<file path="src/rtl/kdfe_pkg.sv">
// Shared types and constants for the keyed decimal field extractor.
// Used by every module of the block; depends on nothing.
`default_nettype none
package kdfe_pkg;

	localparam int KEY_MAX_BYTES_DEF = 8;
	localparam int CFG_DATA_W = 64;
	localparam int CFG_INDEX_W = 2;
	localparam int VALUE_W = 32;

	localparam logic [CFG_INDEX_W-1:0] CFG_KEY_BYTES = 2'd0;
	localparam logic [CFG_INDEX_W-1:0] CFG_KEY_LENGTH = 2'd1;
	localparam logic [CFG_INDEX_W-1:0] CFG_FALLBACK = 2'd2;

	localparam logic [63:0] KEY_BYTES_RST = 64'd97;
	localparam logic [3:0] KEY_LENGTH_RST = 4'd1;

	localparam logic [7:0] CH_QUOTE = 8'h22;
	localparam logic [7:0] CH_COLON = 8'h3A;
	localparam logic [7:0] CH_MINUS = 8'h2D;
	localparam logic [7:0] CH_ZERO = 8'h30;
	localparam logic [7:0] CH_NINE = 8'h39;
	localparam logic [7:0] CH_SPACE = 8'h20;
	localparam logic [7:0] CH_TAB = 8'h09;
	localparam logic [7:0] CH_LF = 8'h0A;
	localparam logic [7:0] CH_CR = 8'h0D;

	typedef struct packed {
		logic [7:0] data_byte;
		logic has_byte;
		logic last_byte;
	} item_t;

	typedef struct packed {
		logic signed [VALUE_W-1:0] field_value;
		logic found;
	} result_t;

endpackage
`default_nettype wire

</file>
<file path="src/rtl/kdfe_cfg.sv">
// Configuration registers: key characters, key length and fallback value.
// Depends on kdfe_pkg for register indexes and reset values.
`default_nettype none
module kdfe_cfg import kdfe_pkg::*; #(
	parameter int KEY_MAX_BYTES = KEY_MAX_BYTES_DEF
) (
	input wire logic clk,
	input wire logic arst_n,
	input wire logic cfg_we,
	input wire logic [CFG_INDEX_W-1:0] cfg_index,
	input wire logic [CFG_DATA_W-1:0] cfg_data,
	output logic [KEY_MAX_BYTES*8-1:0] key_q,
	output logic [3:0] key_len_q,
	output logic signed [VALUE_W-1:0] fallback_q
);

	always_ff @(posedge clk or negedge arst_n) begin
		if (!arst_n) begin
			key_q <= KEY_BYTES_RST[KEY_MAX_BYTES*8-1:0];
			key_len_q <= KEY_LENGTH_RST;
			fallback_q <= '0;
		end else if (cfg_we) begin
			unique case (cfg_index)
				CFG_KEY_BYTES: key_q <= cfg_data[KEY_MAX_BYTES*8-1:0];
				CFG_KEY_LENGTH: key_len_q <= cfg_data[3:0];
				CFG_FALLBACK: fallback_q <= cfg_data[VALUE_W-1:0];
				default: ;
			endcase
		end
	end

endmodule
`default_nettype wire

</file>
<file path="config.mk">
export PLATFORM = sky130hd
export DESIGN_NAME = kdfe_cfg
export DESIGN_NICKNAME = d
export VERILOG_FILES = /design/src/rtl/kdfe_pkg.sv /design/src/rtl/kdfe_cfg.sv
export SDC_FILE = /design/constraint.sdc
export NUM_CORES = 1
export LEC_CHECK = 0
export BUFFER_PORTS_ARGS = -buffer_cell sky130_fd_sc_hd__clkbuf_2
export CAP_MARGIN = 20
export CELL_PAD_IN_SITES_DETAIL_PLACEMENT = 1
export CELL_PAD_IN_SITES_GLOBAL_PLACEMENT = 2
export CORE_ASPECT_RATIO = 1.2
export CORE_UTILIZATION = 30
export CTS_CLUSTER_SIZE = 40
export DETAILED_ROUTE_END_ITERATION = 8
export PLACE_DENSITY_LB_ADDON = 0.15
export SETUP_SLACK_MARGIN = 0.2
export SLEW_MARGIN = 10
export SYNTH_ARGS = -nofsm -noshare
export SYNTH_HDL_FRONTEND = slang
export SYNTH_SLANG_ARGS = --single-unit
</file>
<file path="constraint.sdc">
create_clock -name clk -period 0.8 [get_ports clk]
set_input_delay 0.16 -clock clk [delete_from_list [all_inputs] [get_ports clk]]
set_output_delay 0.16 -clock clk [all_outputs]
set_load 0.03 [all_outputs]
</file>
==> results.md <==
* Status: finished, violations left
* Failing checks: negative hold slack, negative setup slack
* Initial antenna violation count at 0
* Largest net degree at the start of global routing at 36
* Final setup violation count at 200
* CTS sink cnt at 100
* Net Count, Synth at around 280
* CP Cell Sequence: buf_8
* FF+latch count, synth at 100
* Longest Clk Path Bufs at 2
* Worst stage delay on the critical path at 560 ps
* Peak supply drop at 1.026 mV
* N_diodes at 0
* Die width at 105.5 um
* Gr usage total at 0.1749
* Post-Place Setup Slack at -527.1 ps
* Hpwl dp at 7137 um
* Hold Vio Cnt, Final at 96
* Pwr Total at 19,970 uW
* PortBufs at 168
* Worst-margin pin slew at 209.5 ps
* Routed WL per cell at 18.88 um
* Starting DRT DRC Count at 42
* CTS tree: yes
* Via count at ~2,800
* Max Cap Viol at 0
* Gpl congestion at 0.6831
* Static leakage at between 0.003 and 0.004 uW
* Hold WC Path Type: input port to async pin
* Yosys warning count at 0
* Vias per cell at 4.394
* Global-route wire length before repair at ~17,000 um
* Die Span Y at 126.3 um
* DR DRC count at 0
* DP Area at 5309 um2
* Unique masters post-synth at 10
* Starting Density at 0.3061
* Fin Clk Skew at 0 ps
* Drt pass-1 iters at 4
* Fin Setup TNS at -41,130 ps
* Nature of the critical path endpoint: output pin
* Nets at 544
* Fin. max-slew vios at 0
* Startpoint Class: flip-flop
* Min cycle time layout at 1193 ps
* Family with the most delay on the worst path: flip-flops
* Post-synthesis sequential area ratio at 0.6496
* Critical Path RT at between 600 and 700 ps
* Final WS setup at -392.5 ps
* Clock latency on the worst-skew pair at around 340 ps
* I/O pins at 169
* Worst Path Arrival at 1030 ps
* Syn Inst Count at 213
* Crit-path max FO at 2
* # rows at 45
* Buf+Inv Stages, Crit Path at 1
* Post-layout util at 0.6026
* DRT antenna net count at 0
* Final instance area at 7600 um2
* CTS H-Tree Depth at 3
* Critical path class: flip-flop to output pin
* Mapped cell area at a little under 4000 um2
* Core area at roughly 13,000 um2
* Clock Tree Root: clkbuf_16
* Layout area overhead at 96.89%
* Max_slew headroom at 0.8604
* Slowest cell on crit path: dfstp_2
* Clock transition at the registers of the reported paths at roughly 70 ps
* Inserted Clock Buffers at 9
* Synthesized area per cell at 18.12 um2
* RSZ-0062 raised after global routing: yes
* Die area at ~13,000 um2
* Final WL at 12,160 um
* Layout cell share with drive strength beyond 1 at 0.8750
* Vias in the first global route at 3,090
* Fmax at 838.6 MHz
* Hold slack final at -345.3 ps
* Cell Pwr Density at roughly 2600 nW/um2
* Crit share post-route at 1.491
* Remaining global-route overflow at 0
registers in the layout, indices dropped and copies added, names as in the netlist:
register	flops
fallback_q	32
key_len_q	4
key_q	64
metal layers:
layer	part of all wire	vias to the layer above	GRT usage	wire length, um
li1	-	1275	-	-
met1	0.38	1458	0.1994	4607
met2	0.55	84	0.3111	6742
met3	0.048	13	0.04141	581
met4	0.019	0	0.07598	229
met5	0	-	0	0
timing repair:
item                       in CTS  in global routing
cloned                          3                  1
hold endpoints to repair       96                 96
pin swaps                       0                  2
gates resized for setup       230                157
setup endpoints to repair     200                200
buffers inserted               36                 28
final cells by class:
class                      count  area, um2
tap                          164      205.2
clock buffer                  12      246.5
multi-input combinational    103       1544
fill                        1150       5012
sequential                   100       2556
clock inverter                 4      72.57
timing repair buffer         261       2975
worst paths after layout:
path / from / end / slack [ps] / cells past startpoint
max: key_len_q[0] / key_len_q[0] / -390 / 1
min: arst_n / key_q[25] / -350 / 1
max reg2reg: key_q[24] / key_q[24] / -230 / 3
min reg2reg: fallback_q[26] / fallback_q[26] / 550 / 1
max in group asynchronous: arst_n / key_q[60] / 690 / 2
min in group clk: cfg_data[62] / key_q[62] / 40 / 2
stage by stage:
stage               hold WS (ps)  std cells
floorplan                 -135.6        213
global placement           15.58        560
detailed placement         18.62        560
CTS                       -354.6        615
global route              -351.3        644
finish                    -345.3        644
placed cells by master (no fill, tap or decap), types with 2 or more instances in the layout:
cell type / instances
buf_12: 13
buf_16: 3
buf_4: 36
buf_6: 36
buf_8: 107
bufinv_16: 2
clkbuf_1: 2
clkbuf_16: 10
clkbuf_2: 65
dfrtp_1: 57
dfrtp_2: 39
dfstp_2: 4
mux2_4: 99
synthesized netlist by cell type:
| library cell | count | area, um2 |
|---|---|---|
| nor3b_2 | 1 | 12.51 |
| buf_6 | 2 | 22.52 |
| mux2_2 | 90 | 1013 |
| nand3b_2 | 1 | 11.26 |
| dfrtp_1 | 96 | 2402 |
| mux2_4 | 10 | 150.1 |
| dfstp_2 | 4 | 105.1 |
| nand3b_1 | 1 | 7.510 |
| buf_12 | 6 | 120.1 |
| buf_4 | 2 | 15.01 |
cell families after synthesis:
| group | count (synthesis) | synth area share |
|---|---|---|
| AND/OR/NAND/NOR | 3 | 0.008104 |
| multiplexers | 100 | 0.3015 |
| flip-flops | 100 | 0.6496 |
| buffers and inverters | 10 | 0.04084 |
power by group:
part / total, uW / internal, uW / leakage [uW] / switching, uW
sequential: 7100 / 6130 / 0.00114 / 975
combinational: 8140 / 4840 / 0.00243 / 3300
clock: 4730 / 2830 / 0.000153 / 1900
Power figures use the tool's default switching activity.
