<file path="src/rtl/kdfe_pkg.sv">
// Shared types and constants for the keyed decimal field extractor.
// Used by every module of the block; depends on nothing.
`default_nettype none
package kdfe_pkg;

	localparam int KEY_MAX_BYTES_DEF = 8;
	localparam int CFG_DATA_W = 64;
	localparam int CFG_INDEX_W = 2;
	localparam int VALUE_W = 32;

	localparam logic [CFG_INDEX_W-1:0] CFG_KEY_BYTES = 2'd0;
	localparam logic [CFG_INDEX_W-1:0] CFG_KEY_LENGTH = 2'd1;
	localparam logic [CFG_INDEX_W-1:0] CFG_FALLBACK = 2'd2;

	localparam logic [63:0] KEY_BYTES_RST = 64'd97;
	localparam logic [3:0] KEY_LENGTH_RST = 4'd1;

	localparam logic [7:0] CH_QUOTE = 8'h22;
	localparam logic [7:0] CH_COLON = 8'h3A;
	localparam logic [7:0] CH_MINUS = 8'h2D;
	localparam logic [7:0] CH_ZERO = 8'h30;
	localparam logic [7:0] CH_NINE = 8'h39;
	localparam logic [7:0] CH_SPACE = 8'h20;
	localparam logic [7:0] CH_TAB = 8'h09;
	localparam logic [7:0] CH_LF = 8'h0A;
	localparam logic [7:0] CH_CR = 8'h0D;

	typedef struct packed {
		logic [7:0] data_byte;
		logic has_byte;
		logic last_byte;
	} item_t;

	typedef struct packed {
		logic signed [VALUE_W-1:0] field_value;
		logic found;
	} result_t;

endpackage
`default_nettype wire

</file>
<file path="src/rtl/kdfe_scan.sv">
// Scan state machine: key match, colon and blank skip, sign and digit run.
// Depends on kdfe_pkg; takes one registered item per enabled cycle.
`default_nettype none
module kdfe_scan import kdfe_pkg::*; #(
	parameter int KEY_MAX_BYTES = KEY_MAX_BYTES_DEF
) (
	input wire logic clk,
	input wire logic arst_n,
	input wire logic step_en,
	input wire item_t item_s1,
	input wire logic [KEY_MAX_BYTES*8-1:0] key_q,
	input wire logic [3:0] key_len_q,
	input wire logic signed [VALUE_W-1:0] fallback_q,
	output result_t result
);

	localparam logic [2:0] PH_SEARCH = 3'd0;
	localparam logic [2:0] PH_MATCH = 3'd1;
	localparam logic [2:0] PH_COLON = 3'd2;
	localparam logic [2:0] PH_SPACE = 3'd3;
	localparam logic [2:0] PH_DIGITS = 3'd4;
	localparam logic [2:0] PH_DONE = 3'd5;
	localparam logic [3:0] MAX_LEN = 4'(KEY_MAX_BYTES);

	logic [2:0] phase_q, phase_n;
	logic [3:0] match_idx_q, match_idx_n;
	logic [VALUE_W-1:0] acc_q, acc_n;
	logic neg_q, neg_n, seen_q, seen_n;
	logic [3:0] eff_len, idx_inc;
	logic [7:0] c, kchar;
	logic is_digit;
	logic [VALUE_W-1:0] digit, acc_x10;
	logic [2:0] quote_phase;

	assign c = item_s1.data_byte;
	assign eff_len = (key_len_q > MAX_LEN) ? MAX_LEN : key_len_q;
	assign is_digit = (c >= CH_ZERO) && (c <= CH_NINE);
	assign digit = VALUE_W'(c - CH_ZERO);
	assign acc_x10 = (acc_q << 3) + (acc_q << 1);
	assign idx_inc = match_idx_q + 4'd1;
	assign quote_phase = (eff_len == 4'd0) ? PH_COLON : PH_MATCH;

	always_comb begin
		kchar = '0;
		for (int i = 0; i < KEY_MAX_BYTES; i++) begin
			if (match_idx_q == 4'(i)) kchar = key_q[i*8 +: 8];
		end
	end

	always_comb begin
		phase_n = phase_q;
		match_idx_n = match_idx_q;
		acc_n = acc_q;
		neg_n = neg_q;
		seen_n = seen_q;
		if (item_s1.has_byte) begin
			unique case (phase_q)
				PH_SEARCH: begin
					if (c == CH_QUOTE) begin
						phase_n = quote_phase;
						match_idx_n = '0;
					end
				end
				PH_MATCH: begin
					if (c == kchar) begin
						match_idx_n = idx_inc;
						if (idx_inc >= eff_len) phase_n = PH_COLON;
					end else if (c == CH_QUOTE) begin
						phase_n = quote_phase;
						match_idx_n = '0;
					end else begin
						phase_n = PH_SEARCH;
						match_idx_n = '0;
					end
				end
				PH_COLON: begin
					if (c == CH_COLON) phase_n = PH_SPACE;
				end
				PH_SPACE: begin
					if (c == CH_SPACE || c == CH_TAB || c == CH_LF || c == CH_CR) begin
						phase_n = PH_SPACE;
					end else if (c == CH_MINUS) begin
						neg_n = 1'b1;
						phase_n = PH_DIGITS;
					end else if (is_digit) begin
						acc_n = digit;
						seen_n = 1'b1;
						phase_n = PH_DIGITS;
					end else begin
						phase_n = PH_DONE;
					end
				end
				PH_DIGITS: begin
					if (is_digit) begin
						acc_n = acc_x10 + digit;
						seen_n = 1'b1;
					end else begin
						phase_n = PH_DONE;
					end
				end
				default: ;
			endcase
		end
	end

	always_comb begin
		result.found = seen_n;
		if (seen_n) result.field_value = neg_n ? -acc_n : acc_n;
		else result.field_value = fallback_q;
	end

	always_ff @(posedge clk or negedge arst_n) begin
		if (!arst_n) begin
			phase_q <= PH_SEARCH;
			match_idx_q <= '0;
			acc_q <= '0;
			neg_q <= 1'b0;
			seen_q <= 1'b0;
		end else if (step_en) begin
			if (item_s1.last_byte) begin
				phase_q <= PH_SEARCH;
				match_idx_q <= '0;
				acc_q <= '0;
				neg_q <= 1'b0;
				seen_q <= 1'b0;
			end else begin
				phase_q <= phase_n;
				match_idx_q <= match_idx_n;
				acc_q <= acc_n;
				neg_q <= neg_n;
				seen_q <= seen_n;
			end
		end
	end

endmodule
`default_nettype wire

</file>
<file path="config.mk">
export PLATFORM = sky130hd
export DESIGN_NAME = kdfe_scan
export DESIGN_NICKNAME = d
export VERILOG_FILES = /design/src/rtl/kdfe_pkg.sv /design/src/rtl/kdfe_scan.sv
export SDC_FILE = /design/constraint.sdc
export NUM_CORES = 1
export LEC_CHECK = 0
export BUFFER_PORTS_ARGS = -buffer_cell sky130_fd_sc_hd__buf_2
export CAP_MARGIN = 0
export CORE_MARGIN = 2
export CORE_UTILIZATION = 59
export CTS_CLUSTER_SIZE = 28
export DETAILED_ROUTE_END_ITERATION = 7
export PLACE_DENSITY = 0.85
export SYNTH_ARGS = -nofsm -noshare
export SYNTH_HDL_FRONTEND = slang
export SYNTH_SLANG_ARGS = --single-unit
export TNS_END_PERCENT = 5
</file>
<file path="constraint.sdc">
create_clock -name clk -period 11.1 [get_ports clk]
set_input_delay 0.555 -clock clk [delete_from_list [all_inputs] [get_ports clk]]
set_output_delay 0.555 -clock clk [all_outputs]
set_load 0.01 [all_outputs]
</file>
==> results of run 1 <==
==> kinds of logic (layout without fill, tap and decap cells) <==
group	after synthesis	in the layout	synth area share [%]
AO/OA/AOI/OAI	349	349	31.9
XOR/XNOR	59	59	7.14
adder cells (fa/ha/maj)	72	72	15.5
buffers and inverters	113	220	6.38
flip-flops	41	41	14.2
multiplexers	6	6	0.882
AND/OR/NAND/NOR	330	330	24.1
==> flip-flops by register name, summed over array words and instances (netlist names) <==
| signal | flops |
|---|---|
| acc_q | 32 |
| match_idx_q | 4 |
| phase_q | 3 |
| neg_q | 1 |
| seen_q | 1 |
==> power by group <==
group          internal, uW  switching, uW  leakage (uW)
logic                  91.7            150       0.00301
registers               155           14.4      0.000568
clock network           107           71.7     0.0000800
==> final cells by class <==
type | count | area share [%]
clock buffer | 5 | 1.53
clock inverter | 3 | 0.568
tap | 147 | 2.26
timing repair buffer | 151 | 9.45
sequential | 41 | 12.6
inverter | 61 | 2.81
multi-input combinational | 816 | 70.8
==> metrics by stage <==
step,cells,instance area (um2),hold slack [ns],worst slack [ns]
after floorplan,970,7240,0.259,4.93
after global placement,1216,7980,0.545,4.67
after global routing,1224,8160,0.517,4.01
after detailed placement,1216,7980,0.554,4.50
final,1224,8160,0.436,4.35
after CTS,1224,8160,0.470,4.49
==> per-layer routing <==
metal,global-route usage (%),routed length (um)
met2,56.8,10300
met5,0,0
met4,12.7,660
met1,49.2,9750
met3,5.48,2280
==> worst reg2reg max path, cell delays in order, from the launching register on <==
cell,delay [ns]
sky130_fd_sc_hd__dfrtp_1,0.45
sky130_fd_sc_hd__fa_1,0.55
sky130_fd_sc_hd__inv_1,0.07
sky130_fd_sc_hd__fa_1,0.45
sky130_fd_sc_hd__nand2b_1,0.20
sky130_fd_sc_hd__a211oi_1,0.59
sky130_fd_sc_hd__o2111ai_1,0.30
sky130_fd_sc_hd__a211oi_1,0.53
sky130_fd_sc_hd__o2111ai_1,0.21
sky130_fd_sc_hd__a41oi_1,0.25
sky130_fd_sc_hd__xor2_1,0.13
sky130_fd_sc_hd__a21oi_1,0.45
sky130_fd_sc_hd__o22ai_1,0.16
==> placed cells by master (no fill, tap or decap), types with 11 or more instances in the layout <==
cell	n
sky130_fd_sc_hd__a211oi_1	15
sky130_fd_sc_hd__a21o_1	20
sky130_fd_sc_hd__a21oi_1	77
sky130_fd_sc_hd__a31oi_1	26
sky130_fd_sc_hd__and3_1	17
sky130_fd_sc_hd__buf_2	145
sky130_fd_sc_hd__dfrtp_1	41
sky130_fd_sc_hd__fa_1	29
sky130_fd_sc_hd__ha_1	43
sky130_fd_sc_hd__inv_1	60
sky130_fd_sc_hd__nand2_1	107
sky130_fd_sc_hd__nand3_1	24
sky130_fd_sc_hd__nand3b_1	11
sky130_fd_sc_hd__nand4_1	15
sky130_fd_sc_hd__nor2_1	54
sky130_fd_sc_hd__nor3_1	20
sky130_fd_sc_hd__o211ai_1	18
sky130_fd_sc_hd__o21a_1	12
sky130_fd_sc_hd__o21ai_0	62
sky130_fd_sc_hd__o22ai_1	27
sky130_fd_sc_hd__xnor2_1	27
sky130_fd_sc_hd__xor2_1	32
==> how the worst min path moves through the flow <==
stage,start,to,depth (start not counted)
after floorplan,arst_n,acc_q[0]$_DFFE_PN0P_,0
after global placement,acc_q[31]$_DFFE_PN0P_,acc_q[31]$_DFFE_PN0P_,2
after detailed placement,acc_q[31]$_DFFE_PN0P_,acc_q[31]$_DFFE_PN0P_,2
after CTS,arst_n,acc_q[23]$_DFFE_PN0P_,1
after global routing,arst_n,acc_q[26]$_DFFE_PN0P_,1
final,arst_n,acc_q[23]$_DFFE_PN0P_,1
==> impl_metrics.xml, run 1 <==
<?xml version="1.0" encoding="UTF-8"?>
<metrics>
  <group name="cts">
    <metric name="postCtsHoldBufs" unit="">0</metric>
    <metric name="htree_levels" unit="">2</metric>
    <metric name="worst_skew_pair.late_latency" unit="ns">0.30</metric>
    <metric name="clkSlewWorstSetupHoldPaths" unit="ns">0.07</metric>
    <metric name="cts_root_buf" unit="">sky130_fd_sc_hd__clkbuf_16</metric>
    <metric name="post-cts-setup-buffers" unit="">0</metric>
    <metric name="cts_tree" unit="">done</metric>
    <metric name="ctsResizeCount" unit="">0</metric>
    <metric name="cts_made_buffers" unit="">5</metric>
    <metric name="clockBufferDepth" unit="">2</metric>
    <metric name="cts.sink_count" unit="">41</metric>
  </group>
  <group name="worst_hold_path">
    <metric name="worst_hold_path_type" unit="">input pin to async pin</metric>
  </group>
  <group name="setup_path">
    <metric name="r2r-end" unit="">acc_q[28]$_DFFE_PN0P_</metric>
    <metric name="crit_slowest_cell" unit="">sky130_fd_sc_hd__nor4_1</metric>
    <metric name="setup.worst_path.class" unit="">input pin to primary output</metric>
    <metric name="ff2ff_setup_slack" unit="ns">6.61</metric>
    <metric name="start_kind" unit="">input pin</metric>
    <metric name="cpLargestDelayFamily" unit="">simple AND/OR/NAND/NOR gates</metric>
    <metric name="rr_worst_depth" unit="">12</metric>
    <metric name="arrival" unit="ns">6.19</metric>
    <metric name="critical_path_cell_count" unit="">19</metric>
    <metric name="setup.worst_path.end" unit="">result[32]</metric>
    <metric name="crit_fanout" unit="">29</metric>
    <metric name="critPathRequiredTime" unit="ns">10.55</metric>
    <metric name="timing.critical_path.to_type" unit="">primary output</metric>
    <metric name="timing.critical_path.cells" unit="">buf_2, ha_1, or3_1, clkinv_1, buf_4, fa_1, ha_1, nand2_1, o21ai_0, a31oi_1, a211oi_1, o21ai_0, nor3b_1, o21bai_1, nor4_1, and4_1, a311oi_1, nor3b_2, buf_2</metric>
    <metric name="worst_path_largest_cell_delay" unit="ns">0.88</metric>
    <metric name="timing.critical_path.buf_inv" unit="">4</metric>
    <metric name="worst_setup_path_startpoint" unit="">item_s1[6]</metric>
    <metric name="worstReg2RegStart" unit="">acc_q[0]$_DFFE_PN0P_</metric>
  </group>
  <group name="synthesis">
    <metric name="synth_seq_cells" unit="">41</metric>
    <metric name="yosys.cell_count.top_type" unit="">sky130_fd_sc_hd__nand2_1</metric>
    <metric name="synth_enable_flop_cells" unit="">0</metric>
    <metric name="yosys_most_used_dff" unit="">sky130_fd_sc_hd__dfrtp_1</metric>
    <metric name="async_set_or_reset_flop_fraction_in_the_synthesized_netlist" unit="%">100</metric>
    <metric name="synthTopCellsByCount" unit="">107 x sky130_fd_sc_hd__nand2_1, 77 x sky130_fd_sc_hd__a21oi_1, 62 x sky130_fd_sc_hd__o21ai_0, 60 x sky130_fd_sc_hd__inv_1, 55 x sky130_fd_sc_hd__nor2_1</metric>
    <metric name="synthCells" unit="">970</metric>
    <metric name="syn-num-nets" unit="">1155</metric>
    <metric name="synth_seq_area_share" unit="%">14.2</metric>
    <metric name="synthDominantAreaCellType" unit="">sky130_fd_sc_hd__dfrtp_1</metric>
    <metric name="post_synth_instance_area" unit="um2">7240</metric>
    <metric name="yosys-top-cells-area" unit="">sky130_fd_sc_hd__dfrtp_1 14%, sky130_fd_sc_hd__fa_1 8.0%, sky130_fd_sc_hd__ha_1 7.4%</metric>
    <metric name="synth.yosys.warnings" unit="">0</metric>
    <metric name="synth.distinct_cells" unit="">80</metric>
    <metric name="proportion_of_netlist_area_held_by_the_largest_area_contributor" unit="%">14.2</metric>
    <metric name="syn-mean-instance-area" unit="um2">7.46</metric>
  </group>
  <group name="timing">
    <metric name="totalNegativeSetupSlack" unit="ns">0</metric>
    <metric name="hold_viol_final" unit="">0</metric>
    <metric name="finClkSkew" unit="ns">0.0108</metric>
    <metric name="maxSlewHeadroom" unit="%">26.5</metric>
    <metric name="final_min_period_over_clock_period" unit="%">60.8</metric>
    <metric name="max_freq" unit="GHz">0.148</metric>
    <metric name="drv_slew" unit="">0</metric>
    <metric name="post-route-min-period" unit="ns">6.75</metric>
    <metric name="grt_setup_unrepaired" unit="">false</metric>
    <metric name="worstMarginPinSlew" unit="ns">1.09</metric>
    <metric name="setup-violations-final" unit="">0</metric>
  </group>
  <group name="die">
    <metric name="std_cell_rows" unit="">40</metric>
    <metric name="placeableCoreArea" unit="um2">12000</metric>
    <metric name="die_y_extent" unit="um">115</metric>
    <metric name="die_width" unit="um">115</metric>
    <metric name="initial_cell_density_of_the_core" unit="%">60.3</metric>
    <metric name="design.die.area" unit="um2">13200</metric>
    <metric name="top_level_ports" unit="">146</metric>
  </group>
  <group name="status">
    <metric name="outcome" unit="">complete, no violations</metric>
  </group>
  <group name="routing">
    <metric name="final_antenna_net_count" unit="">0</metric>
    <metric name="initialDrtViolationCount" unit="">840</metric>
    <metric name="postRouteWirelength" unit="um">23000</metric>
    <metric name="drt_drc_violations_left" unit="">0</metric>
    <metric name="route.vias.total" unit="">8154</metric>
    <metric name="post_drt_wl_per_cell" unit="um">18.8</metric>
    <metric name="detailedRoute.firstPassIterationCount" unit="">5</metric>
    <metric name="vias_per_cell" unit="">6.66</metric>
  </group>
  <group name="cells_and_area">
    <metric name="fin_nets" unit="">1261</metric>
    <metric name="syn_to_final_growth" unit="%">12.7</metric>
    <metric name="final_layout_size_suffix_gt1_share" unit="%">17.2</metric>
    <metric name="post-route-util" unit="%">67.9</metric>
    <metric name="sequential_cell_area" unit="um2">1030</metric>
    <metric name="filler_cell_count" unit="">1052</metric>
    <metric name="multi_input_comb_area" unit="um2">5770</metric>
    <metric name="diodes" unit="">0</metric>
  </group>
  <group name="grt">
    <metric name="grt_antenna_before_repair" unit="">0</metric>
    <metric name="grt_start_max_net_pins" unit="">55</metric>
    <metric name="gr-usage-all-layers" unit="%">35.5</metric>
    <metric name="grt.overflow.total" unit="">0</metric>
    <metric name="first_global_vias" unit="">7626</metric>
    <metric name="grt_first_pass_wirelength" unit="um">37800</metric>
  </group>
  <group name="pwr">
    <metric name="total_leakage_power" unit="uW">0.00366</metric>
    <metric name="p_per_area" unit="nW/um2">72.3</metric>
    <metric name="peakVddDrop" unit="mV">0.0671</metric>
    <metric name="report.power.total" unit="uW">589</metric>
  </group>
  <group name="placed_design">
    <metric name="hpwlAfterDp" unit="um">17500</metric>
    <metric name="gp_congestion" unit="">1.02</metric>
    <metric name="port-buffer-count" unit="">145</metric>
  </group>
  <group name="job">
    <metric name="cap_viol_max_count" unit="">0</metric>
  </group>
</metrics>
Power figures use the tool's default switching activity.
==> run 2: changes to the inputs <==
CORE_UTILIZATION = 52   (was 59)
PLACE_DENSITY = 0.79   (was 0.85)
clock period = 5.73 ns   (was 11.1 ns; I/O delays follow)
==> run 2 against run 1 <==
  * Total power up 99%
  * Sequential power up 95%
  * Final cell count up 4.5%
  * Setup slack worse by 4.1 ns
  * Highest routed layer unchanged
  * Register-to-register slack worse by 5.2 ns
  * Die area up 13%
  * Core utilization down 6.7 points
==> impl_metrics.xml, run 2 (synthesized netlist as in run 1, its figures left out) <==
<?xml version="1.0" encoding="UTF-8"?>
<metrics>
  <group name="setup_path">
    <metric name="critPathRequiredTime" unit="ns">5.44</metric>
    <metric name="worst_path_largest_cell_delay" unit="ns">0.56</metric>
    <metric name="timing.critical_path.cells" unit="">buf_2, ha_1, buf_4, xnor2_1, fa_1, ha_1, a21oi_1, nand2_1, or2_2, xor2_1, a22o_1, or4_4, or4_4, nor4_4, a41oi_1, xor2_1, a21oi_1, buf_2</metric>
    <metric name="worst_setup_path_startpoint" unit="">item_s1[7]</metric>
    <metric name="arrival" unit="ns">5.21</metric>
    <metric name="crit_slowest_cell" unit="">sky130_fd_sc_hd__or4_4</metric>
    <metric name="r2r-end" unit="">acc_q[30]$_DFFE_PN0P_</metric>
    <metric name="ff2ff_setup_slack" unit="ns">1.46</metric>
    <metric name="start_kind" unit="">input pin</metric>
    <metric name="crit_fanout" unit="">7</metric>
    <metric name="timing.critical_path.to_type" unit="">primary output</metric>
    <metric name="worstReg2RegStart" unit="">acc_q[0]$_DFFE_PN0P_</metric>
    <metric name="setup.worst_path.class" unit="">input pin to primary output</metric>
    <metric name="rr_worst_depth" unit="">13</metric>
  </group>
  <group name="cells_and_area">
    <metric name="max_flop_register" unit="">acc_q</metric>
    <metric name="final_layout_size_suffix_gt1_share" unit="%">19.6</metric>
    <metric name="fin_nets" unit="">1283</metric>
    <metric name="design_area" unit="um2">8400</metric>
    <metric name="commonest_non_fill_non_tap_cells_in_the_layout" unit="">145 x sky130_fd_sc_hd__buf_2, 107 x sky130_fd_sc_hd__nand2_1, 76 x sky130_fd_sc_hd__a21oi_1, 62 x sky130_fd_sc_hd__o21ai_0, 60 x sky130_fd_sc_hd__inv_1</metric>
    <metric name="syn_to_final_growth" unit="%">16.1</metric>
    <metric name="flip_flop_count_of_the_largest_register_after_layout" unit="">32</metric>
    <metric name="diodes" unit="">0</metric>
    <metric name="biggestRegsByFlops" unit="">acc_q x32, match_idx_q x4, phase_q x3</metric>
    <metric name="final_common_cell" unit="">sky130_fd_sc_hd__buf_2</metric>
  </group>
  <group name="routing">
    <metric name="initialDrtViolationCount" unit="">869</metric>
    <metric name="final_antenna_net_count" unit="">0</metric>
    <metric name="detailedRoute.firstPassIterationCount" unit="">5</metric>
    <metric name="postRouteWirelength" unit="um">24400</metric>
    <metric name="route.vias.total" unit="">8301</metric>
    <metric name="post_drt_wl_per_cell" unit="um">19.1</metric>
    <metric name="drt_drc_violations_left" unit="">0</metric>
    <metric name="vias_per_cell" unit="">6.49</metric>
  </group>
  <group name="die">
    <metric name="top_level_ports" unit="">146</metric>
    <metric name="die_width" unit="um">122</metric>
    <metric name="std_cell_rows" unit="">43</metric>
    <metric name="die_y_extent" unit="um">122</metric>
    <metric name="design.die.area" unit="um2">14900</metric>
    <metric name="placeableCoreArea" unit="um2">13700</metric>
    <metric name="initial_cell_density_of_the_core" unit="%">52.7</metric>
  </group>
  <group name="placed_design">
    <metric name="gp_congestion" unit="">1.01</metric>
    <metric name="port-buffer-count" unit="">145</metric>
    <metric name="hpwlAfterDp" unit="um">18400</metric>
    <metric name="dpl_cell_area" unit="um2">8180</metric>
  </group>
  <group name="cts">
    <metric name="cts_tree" unit="">done</metric>
    <metric name="cts_made_buffers" unit="">5</metric>
    <metric name="postCtsHoldBufs" unit="">0</metric>
    <metric name="worst_skew_pair.late_latency" unit="ns">0.32</metric>
    <metric name="clockBufferDepth" unit="">2</metric>
    <metric name="cts_root_buf" unit="">sky130_fd_sc_hd__clkbuf_16</metric>
    <metric name="htree_levels" unit="">2</metric>
    <metric name="cts.sink_count" unit="">41</metric>
    <metric name="clkSlewWorstSetupHoldPaths" unit="ns">0.08</metric>
  </group>
  <group name="grt">
    <metric name="grt.overflow.total" unit="">0</metric>
    <metric name="grt_start_max_net_pins" unit="">54</metric>
    <metric name="grt_antenna_before_repair" unit="">0</metric>
    <metric name="grt_first_pass_wirelength" unit="um">39300</metric>
    <metric name="first_global_vias" unit="">7776</metric>
    <metric name="gr-usage-all-layers" unit="%">33.2</metric>
  </group>
  <group name="pwr">
    <metric name="power.share.clock" unit="%">30.4</metric>
    <metric name="power.combinational.fraction" unit="%">41.6</metric>
    <metric name="peakVddDrop" unit="mV">0.111</metric>
    <metric name="internal_power" unit="uW">696</metric>
    <metric name="power_frac_seq" unit="%">28.0</metric>
    <metric name="power_switching" unit="uW">479</metric>
    <metric name="p_per_area" unit="nW/um2">140</metric>
    <metric name="total_leakage_power" unit="uW">0.00377</metric>
    <metric name="swShare" unit="%">40.8</metric>
  </group>
  <group name="timing">
    <metric name="hold_viol_final" unit="">0</metric>
    <metric name="maxSlewHeadroom" unit="%">30.7</metric>
    <metric name="grt_setup_unrepaired" unit="">false</metric>
    <metric name="worstMarginPinSlew" unit="ns">1.04</metric>
    <metric name="totalNegativeSetupSlack" unit="ns">0</metric>
    <metric name="post-route-min-period" unit="ns">5.50</metric>
    <metric name="final_min_period_over_clock_period" unit="%">96.0</metric>
    <metric name="setup-violations-final" unit="">0</metric>
    <metric name="finClkSkew" unit="ns">0.0110</metric>
    <metric name="max_freq" unit="GHz">0.182</metric>
    <metric name="drv_slew" unit="">0</metric>
    <metric name="hold-worst-slack" unit="ns">0.150</metric>
  </group>
  <group name="status">
    <metric name="outcome" unit="">complete, no violations</metric>
  </group>
  <group name="worst_hold_path">
    <metric name="worst_hold_path_type" unit="">input pin to async pin</metric>
  </group>
  <group name="job">
    <metric name="cap_viol_max_count" unit="">0</metric>
  </group>
</metrics>
==> run 2: changes by cell type in the layout (fill, tap and decap cells not counted), sizes merged <==
cell / previous run / this run
buf: 151 / 173
clkinvlp: 1 / 2
clkinv: 2 / 1
==> run 2: critical path: cells and delay by family <==
family | cells | cell delay [ns]
compound gates | 4 | 0.77
xor+xnor | 3 | 0.58
fa+ha+maj | 3 | 1.06
buf+inv | 3 | 0.46
simple gates | 5 | 2.03
==> run 2: what timing repair did <==
action / CTS / global route
endpoints found under the setup margin: 0 / 11
gates resized for setup: 0 / 8
setup buffers: 0 / 1
==> run 2: worst max path at each step <==
stage	end	slack (ns)	cells past startpoint
floorplan	result[32]	0.1	18
global placement	result[32]	0.31	19
detailed placement	result[32]	0.28	19
CTS	result[32]	0.16	16
global route	result[31]	0.01	18
finish	result[25]	0.23	18
==> run 2: final cells by class <==
class                      count  area, um2
fill                        1295       5320
clock inverter                 3       46.3
inverter                      61        233
sequential                    41       1030
timing repair buffer         173        936
tap                          180        225
clock buffer                   5        125
multi-input combinational    816       5810
==> run 2: layer usage <==
layer  wire length, um  GRT usage [%]
met4               725           11.6
met1             10600           46.1
met3              2210           5.71
met5                 0              0
met2             10900           52.1
==> run 2: metrics by stage <==
step / setup WS (ns) / cells / util [%] / power (uW)
finish: 0.232 / 1279 / 61.2 / 1180
global route: 0.00979 / 1279 / 61.2 / 1240
CTS: 0.160 / 1278 / 60.9 / 1170
detailed placement: 0.283 / 1270 / 59.6 / 809
global placement: 0.307 / 1270 / 59.6 / 799
floorplan: 0.0985 / 970 / - / 653
==> run 2: power by group through the flow <==
stage / clock (uW) / combinational (uW) / sequential [uW]
detailed placement: 0 / 475 / 333
CTS: 359 / 478 / 328
global route: 370 / 537 / 332
finish: 357 / 489 / 329
global placement: 0 / 467 / 332
floorplan: 0 / 337 / 315
==> run 3: changes to the inputs <==
CORE_UTILIZATION = 45   (was 52)
CTS_BUF_LIST = sky130_fd_sc_hd__clkbuf_8 sky130_fd_sc_hd__clkbuf_16   (was default)
PLACE_DENSITY = 0.7   (was 0.79)
==> run 3 against run 2 <==
  * Die area grew 15%
  * Non-clock buffer count stayed put
  * Global-route usage decreased by 4.4 points
  * Critical path depth down 2
  * Clock skew shrank 0.0024 ns
  * Sequential power barely moved
  * Sequential share of layout area fell by 0.092 points
  * Fmax increased by 0.93%
  * Setup slack better by 0.051 ns
  * Register-to-register slack worse by 0.03 ns
  * First-iteration DRC count is 3.7% lower
==> impl_metrics.xml, run 3 (synthesized netlist as in run 1, its figures left out) <==
<?xml version="1.0" encoding="UTF-8"?>
<metrics>
  <group name="placed_design">
    <metric name="hpwlAfterDp" unit="um">18500</metric>
    <metric name="detailedPlace.worstSlack" unit="ns">0.348</metric>
    <metric name="gp_congestion" unit="">0.986</metric>
    <metric name="port-buffer-count" unit="">145</metric>
    <metric name="dpl.cell_count" unit="">1305</metric>
  </group>
  <group name="routing">
    <metric name="detailedRoute.firstPassIterationCount" unit="">5</metric>
    <metric name="initialDrtViolationCount" unit="">837</metric>
    <metric name="final_antenna_net_count" unit="">0</metric>
    <metric name="postRouteWirelength" unit="um">24300</metric>
    <metric name="vias_per_cell" unit="">6.22</metric>
    <metric name="route.vias.total" unit="">8179</metric>
    <metric name="post_drt_wl_per_cell" unit="um">18.5</metric>
    <metric name="drt_drc_violations_left" unit="">0</metric>
  </group>
  <group name="cts">
    <metric name="cts_made_buffers" unit="">5</metric>
    <metric name="clkSlewWorstSetupHoldPaths" unit="ns">0.07</metric>
    <metric name="clockBufferDepth" unit="">2</metric>
    <metric name="htree_levels" unit="">2</metric>
    <metric name="cts.sink_count" unit="">41</metric>
    <metric name="worst_skew_pair.late_latency" unit="ns">0.31</metric>
    <metric name="cts_tree" unit="">done</metric>
    <metric name="cts_root_buf" unit="">sky130_fd_sc_hd__clkbuf_16</metric>
  </group>
  <group name="die">
    <metric name="top_level_ports" unit="">146</metric>
    <metric name="std_cell_rows" unit="">46</metric>
    <metric name="die_width" unit="um">131</metric>
    <metric name="die_y_extent" unit="um">131</metric>
    <metric name="initial_cell_density_of_the_core" unit="%">45.7</metric>
    <metric name="design.die.area" unit="um2">17100</metric>
    <metric name="placeableCoreArea" unit="um2">15800</metric>
  </group>
  <group name="timing">
    <metric name="drv_slew" unit="">0</metric>
    <metric name="grt_setup_unrepaired" unit="">false</metric>
    <metric name="totalNegativeSetupSlack" unit="ns">0</metric>
    <metric name="post-route-worst-setup-slack" unit="ns">0.282</metric>
    <metric name="hold_viol_final" unit="">0</metric>
    <metric name="finClkSkew" unit="ns">0.00859</metric>
    <metric name="worstMarginPinSlew" unit="ns">1.23</metric>
    <metric name="final_min_period_over_clock_period" unit="%">95.1</metric>
    <metric name="setup-violations-final" unit="">0</metric>
    <metric name="max_freq" unit="GHz">0.184</metric>
    <metric name="post-route-min-period" unit="ns">5.45</metric>
    <metric name="maxSlewHeadroom" unit="%">17.4</metric>
    <metric name="hold-worst-slack" unit="ns">0.158</metric>
  </group>
  <group name="cells_and_area">
    <metric name="final_common_cell" unit="">sky130_fd_sc_hd__buf_2</metric>
    <metric name="max_flop_register" unit="">acc_q</metric>
    <metric name="biggestRegsByFlops" unit="">acc_q x32, match_idx_q x4, phase_q x3</metric>
    <metric name="diodes" unit="">0</metric>
    <metric name="filler_cell_count" unit="">1557</metric>
    <metric name="multi_input_comb_area" unit="um2">5800</metric>
    <metric name="stdcell_count" unit="">1315</metric>
    <metric name="post-route-util" unit="%">53.5</metric>
    <metric name="sequential_cell_area" unit="um2">1030</metric>
    <metric name="final_layout_size_suffix_gt1_share" unit="%">19.1</metric>
    <metric name="syn_to_final_growth" unit="%">17.0</metric>
    <metric name="flip_flop_count_of_the_largest_register_after_layout" unit="">32</metric>
    <metric name="commonest_non_fill_non_tap_cells_in_the_layout" unit="">145 x sky130_fd_sc_hd__buf_2, 107 x sky130_fd_sc_hd__nand2_1, 76 x sky130_fd_sc_hd__a21oi_1, 62 x sky130_fd_sc_hd__o21ai_0, 60 x sky130_fd_sc_hd__inv_1</metric>
    <metric name="fin_nets" unit="">1283</metric>
  </group>
  <group name="grt">
    <metric name="grt.overflow.total" unit="">0</metric>
    <metric name="grt_first_pass_wirelength" unit="um">39000</metric>
    <metric name="grt_start_max_net_pins" unit="">49</metric>
    <metric name="grt_antenna_before_repair" unit="">0</metric>
    <metric name="first_global_vias" unit="">7561</metric>
    <metric name="gr-usage-all-layers" unit="%">28.8</metric>
  </group>
  <group name="setup_path">
    <metric name="critical-path-top-cell-by-count" unit="">sky130_fd_sc_hd__fa_1</metric>
    <metric name="worstReg2RegStart" unit="">match_idx_q[1]$_DFFE_PN0P_</metric>
    <metric name="timing.critical_path.buf_inv" unit="">3</metric>
    <metric name="crit_slowest_cell" unit="">sky130_fd_sc_hd__fa_1</metric>
    <metric name="setup.worst_path.class" unit="">register to primary output</metric>
    <metric name="r2r-end" unit="">match_idx_q[0]$_DFFE_PN0P_</metric>
    <metric name="critPathRequiredTime" unit="ns">5.44</metric>
    <metric name="timing.critical_path.to_type" unit="">primary output</metric>
    <metric name="worst_path_largest_cell_delay" unit="ns">0.55</metric>
    <metric name="crit_fanout" unit="">6</metric>
    <metric name="cpLargestDelayFamily" unit="">compound AO/OA/AOI/OAI gates</metric>
    <metric name="ff2ff_setup_slack" unit="ns">1.43</metric>
    <metric name="arrival" unit="ns">5.16</metric>
    <metric name="rr_worst_depth" unit="">13</metric>
    <metric name="start_kind" unit="">register</metric>
    <metric name="timing.critical_path.cells" unit="">fa_1, inv_1, fa_1, nand2b_1, a211oi_1, o2111ai_1, a21o_1, and3_1, o21ai_0, nand4_1, nor4_1, buf_4, and4_1, a311oi_1, nor3b_2, buf_2</metric>
  </group>
  <group name="job">
    <metric name="cap_viol_max_count" unit="">0</metric>
  </group>
  <group name="worst_hold_path">
    <metric name="worst_hold_path_type" unit="">input pin to async pin</metric>
  </group>
  <group name="pwr">
    <metric name="swShare" unit="%">38.7</metric>
    <metric name="power_switching" unit="uW">472</metric>
    <metric name="power_frac_seq" unit="%">26.9</metric>
    <metric name="power.combinational.fraction" unit="%">40.9</metric>
    <metric name="p_per_area" unit="nW/um2">144</metric>
    <metric name="peakVddDrop" unit="mV">0.119</metric>
    <metric name="internal_power" unit="uW">749</metric>
    <metric name="total_leakage_power" unit="uW">0.00378</metric>
    <metric name="power.share.clock" unit="%">32.2</metric>
  </group>
  <group name="status">
    <metric name="outcome" unit="">complete, no violations</metric>
  </group>
</metrics>
==> run 3: layer usage <==
layer,vias to the layer above,global-route usage [%],share of wire [%]
met5,-,0,0
met4,0,9.64,2.9
met3,64,5.13,7.8
met2,371,45.0,44
met1,3858,40.4,45
li1,3886,-,-
==> run 3: what timing repair did <==
action / 4_1_cts / 5_1_grt
setup endpoints to repair: 0 / 5
setup buffers: 0 / 2
hold buffers: 0 / 0
endpoints found under the hold margin: 0 / 0
resized for setup: 0 / 4
==> run 3: worst reg2reg max path: stages, from the launching register on <==
cell,delay [ns]
sky130_fd_sc_hd__dfrtp_1,0.43
sky130_fd_sc_hd__inv_1,0.09
sky130_fd_sc_hd__ha_1,0.76
sky130_fd_sc_hd__nand3b_1,0.21
sky130_fd_sc_hd__a221oi_1,0.09
sky130_fd_sc_hd__o31ai_1,0.50
sky130_fd_sc_hd__nand4bb_1,0.18
sky130_fd_sc_hd__o31ai_1,0.10
sky130_fd_sc_hd__a211oi_1,0.14
sky130_fd_sc_hd__or4_1,0.53
sky130_fd_sc_hd__a221oi_1,0.58
sky130_fd_sc_hd__nor2b_1,0.30
sky130_fd_sc_hd__nand2b_1,0.13
sky130_fd_sc_hd__o21ai_0,0.18
==> run 3: worst max-delay path by stage <==
stage / start / endpoint / slack [ns] / cells after the start
5_1_grt: item_s1[6] / result[32] / 0.02 / 20
4_1_cts: acc_q[0]$_DFFE_PN0P_ / result[32] / 0.24 / 16
3_5_place_dp: item_s1[6] / result[32] / 0.35 / 20
2_1_floorplan: item_s1[6] / result[32] / 0.1 / 18
3_3_place_gp: item_s1[7] / result[32] / 0.36 / 20
6_report: acc_q[0]$_DFFE_PN0P_ / result[32] / 0.28 / 16
==> run 3: metrics by stage <==
step,cell area (um2),total power (uW)
6_report,8470,1220
2_1_floorplan,7240,653
3_5_place_dp,8230,811
4_1_cts,8430,1210
3_3_place_gp,8230,808
5_1_grt,8470,1290
==> run 3: power by group through the flow <==
stage | Sequential, uW | Clock, uW | Combinational (uW)
floorplan | 315 | 0 | 337
global placement | 333 | 0 | 475
detailed placement | 333 | 0 | 478
CTS | 327 | 398 | 481
global route | 333 | 406 | 550
finish | 329 | 393 | 499
==> run 3: area by class of cell <==
class | count | share of cell area [%]
repair buffers | 173 | 11.2
clock inverters | 3 | 0.813
multi-input cells | 816 | 68.5
flip-flops and latches | 41 | 12.1
inverters | 61 | 2.70
clock buffers | 5 | 1.48
well taps | 216 | 3.19
